File: config.mk
export PLATFORM = sky130hd
export DESIGN_NAME = cpdn_cell
export DESIGN_NICKNAME = d
export VERILOG_FILES = /design/src/rtl/core/cpdn_pkg.sv /design/src/rtl/core/cpdn_cell.sv
export SDC_FILE = /design/constraint.sdc
export NUM_CORES = 1
export LEC_CHECK = 0
export BUFFER_PORTS_ARGS = -buffer_cell sky130_fd_sc_hd__buf_2
export CORE_AREA = 2 2 64 66
export DETAILED_ROUTE_END_ITERATION = 10
export DIE_AREA = 0 0 66 68
export PLACE_DENSITY_LB_ADDON = 0.1
export SETUP_SLACK_MARGIN = 0.3
export SLEW_MARGIN = 20
export SYNTH_ARGS = -nofsm -noshare
export SYNTH_HDL_FRONTEND = slang
export SYNTH_SLANG_ARGS = --single-unit
File: constraint.sdc
create_clock -name clk -period 1.2 [get_ports clk]
set_input_delay 0.24 -clock clk [delete_from_list [all_inputs] [get_ports clk]]
set_output_delay 0.24 -clock clk [all_outputs]
set_load 0.01 [all_outputs]
File: src/rtl/core/cpdn_pkg.sv
// Shared constants for the cell pair deduplication and face numbering block.
`default_nettype none

package cpdn_pkg;

  // Fixed field widths of the transactions and registers.
  localparam int CELL_W  = 16;
  localparam int RANK_W  = 16;
  localparam int PADDR_W = 3;
  localparam int PDATA_W = 32;

  // Defaults for the top-level parameters.
  localparam int MAX_FACES_DEF = 1024;
  localparam int CELL_BITS_DEF = 16;

  // Widths of the result fields at the default table size.
  localparam int FACE_W_DEF  = $clog2(MAX_FACES_DEF);
  localparam int TOTAL_W_DEF = $clog2(MAX_FACES_DEF + 1);

  // Register indexes, taken from address bit 2.
  localparam logic REG_MY_RANK  = 1'b0;
  localparam logic REG_NBR_RANK = 1'b1;

  // Register reset values.
  localparam logic [RANK_W-1:0] MY_RANK_RST  = 16'd0;
  localparam logic [RANK_W-1:0] NBR_RANK_RST = 16'd1;

endpackage

`default_nettype wire

File: src/rtl/core/cpdn_cell.sv
// One key cell of the table chain: holds a key, shifts on insert, compares.
`default_nettype none

module cpdn_cell #(
  parameter int KEY_W = 2 * cpdn_pkg::CELL_BITS_DEF,
  parameter int CNT_W = cpdn_pkg::TOTAL_W_DEF,
  parameter int IDX   = 0
) (
  input  wire logic             clk,
  input  wire logic             shift_en,
  input  wire logic [KEY_W-1:0] key_in,
  input  wire logic [KEY_W-1:0] query,
  input  wire logic [CNT_W-1:0] count,
  output logic      [KEY_W-1:0] key_out,
  output logic                  hit
);

  logic [KEY_W-1:0] key_r;
  logic             hit_r;

  // The cell holds a live key only while its position is below the fill count.
  always_ff @(posedge clk) begin
    if (shift_en) begin
      key_r <= key_in;
    end
    hit_r <= (count > CNT_W'(IDX)) && (key_r == query);
  end

  assign key_out = key_r;
  assign hit     = hit_r;

endmodule

`default_nettype wire

==> flow_metrics.tcl <==
set metrics [dict create \
    finalMaxSlewViolations 0 \
    drive_gt1_frac 0.615 \
    syn_nets 157 \
    worst_setup_path_end_kind "register" \
    dp_slack_ns -0.166 \
    tightest_slew_ns 0.264 \
    setup_tns_ns -0.0895 \
    vdd_drop_max_mv 0.789 \
    status "finished with violations" \
    n_antenna_cell 0 \
    maxCapViolCount 0 \
    hp-class "input port to register" \
    layout_common_cells "buf_2 (105), edfxtp_1 (32), xor2_1 (24)" \
    wire_per_inst_um 12.7 \
    total_power_mw 2.62 \
    io_pins 110 \
    finClkSkew_ns 0.00293 \
    ant_nets 0 \
    yosys_warnings 0 \
    grt_setup_unrepaired "true" \
    ff2ff_setup_slack_ns -0.09 \
    cts_buffers 5 \
    core_area_sq_mm 0.00386 \
    yosysUniqueCellTypes 9 \
    cts_hold_buffers 0 \
    route.detailed.drc 0 \
    drt-vias-per-instance 4.32 \
    fin_nets 276 \
    htree_levels 2 \
    clk_pin_slew_ns 0.07 \
    antenna_found_initial 0 \
    grt_max_degree 19 \
    required_ns 1.39 \
    cts.sinks 33 \
    placed_cell_area_sq_mm 0.00201 \
    ys_seq_area_frac 0.716 \
    ys_top_cells_by_area "edfxtp_1 (70%), xor2_1 (15%), xnor2_1 (5.1%)" \
    vias 1079 \
    start_util 0.355 \
    violations "setup timing" \
    fillers 362 \
    place_congestion 0.778 \
    wirelength_um 3160 \
    grt_usage 0.138 \
    synth_top_area_frac 0.701 \
    finalHoldViolations 0 \
    yosysTopAreaCell "edfxtp_1" \
    max_freq_ghz 0.775 \
    cp.arrival_ns 1.48 \
    first_global_vias 1037 \
    dp_hpwl_um 2560 \
    die_h_um 68 \
    setup_ws_ns -0.0895 \
    cts_buffer_depth 2 \
    cts_root_buf "clkbuf_8" \
    worst_skew_pair.late_latency_ns 0.27 \
    setup-violations-final 1 \
    finalCriticalPeriod_ns 1.29 \
    firstDrtPassIters 4 \
    syn_area_sq_mm 0.00137 \
    multi_input_area_sq_um 402 \
    synth.avg_cell_area_sq_um 17.1 \
    grt_first_pass_wirelength_um 4400 \
    final_common_cell "buf_2" \
    drt-initial-drc-count 15 \
    placed_cells 242 \
    cts_tree "done" \
    max_slew_margin 0.822 \
    port_buffers 109 \
    fin_area_sq_mm 0.00213 \
    instances_no_fill 250 \
    rows 23 \
    crit_type "register to register" \
    die-area_sq_mm 0.00449 \
    power_leakage_nw 0.949 \
    area_delta_synth_final_pct 55.6 \
    cp-start-kind "register" \
    die_x_um 66 \
    min_period_over_period 1.07 \
    seq_area_sq_um 981 \
    crit_fanout 2 \
    ys_seq_elements 33 \
    grt_overflow 0 \
    powerDensity_mw_per_mm2 1230 \
    synthCells 80 \
]
## metal layers
layer | GRT usage | vias up | share of wire
met3 | 0.0674 | 2 | 0.10
met5 | 0 | - | 0
met4 | 0.0536 | 0 | 0.0057
met2 | 0.254 | 63 | 0.54
li1 | - | 538 | -
met1 | 0.132 | 476 | 0.35
## critical path, stage by stage, from the launching register on
cell and delay [ns]:
edfxtp_1 0.40, xor2_1 0.17, nor4_2 0.32, nand4_1 0.16, nor4_2 0.14
## report_power, final
part,internal (mW),switching (mW)
sequential,1.37,0.0552
combinational,0.237,0.199
clock,0.390,0.373
## cells in the mapped netlist
cell type and instances:
dfxtp_1 1, nor4_2 3, nand3_1 2, nor4_1 6
nand4_1 3, xnor2_1 8, edfxtp_1 32, xor2_1 24
nor3_1 1
## sequential cells by signal, summed over array words and instances (netlist names)
register / flops
hit: 1
key_out: 32
## metrics by stage
stage,hold WS (ns),utilization
CTS,0.124,0.550
finish,0.134,0.553
global route,0.121,0.553
floorplan,0.339,-
global placement,0.417,0.522
detailed placement,0.418,0.522
## final timing paths
kind                                             end  depth (start not counted)                   from
worst max register to register           hit$_DFF_P_                          4   key_out[3]$_DFFE_PP_
worst min-delay path            key_out[6]$_DFFE_PP_                          1              key_in[6]
worst min register to register           hit$_DFF_P_                          3  key_out[31]$_DFFE_PP_
worst max-delay path                     hit$_DFF_P_                          4   key_out[3]$_DFFE_PP_
## repair_timing
item                       CTS  global route
resized for setup            4             2
setup endpoints to repair   34            34
setup buffers                0             0
pin swaps                    2             1
## logic make-up (layout without fill, tap and decap cells)
| kind of cell | Yosys count | after routing | share of synthesized area |
|---|---|---|---|
| XOR/XNOR | 32 | 32 | 0.205 |
| buffers and inverters | 0 | 120 | 0 |
| flip-flops | 33 | 33 | 0.716 |
| AND/OR/NAND/NOR | 15 | 15 | 0.0795 |
## final cells by class
class                           instances  area share
Clock buffer                            5      0.0323
Timing Repair Buffer                  112       0.284
Sequential cell                        33       0.460
Multi-Input combinational cell         47       0.188
Clock inverter                          3     0.00587
Tap cell                               50      0.0293
No activity file was read; power rests on OpenSTA's default activity.
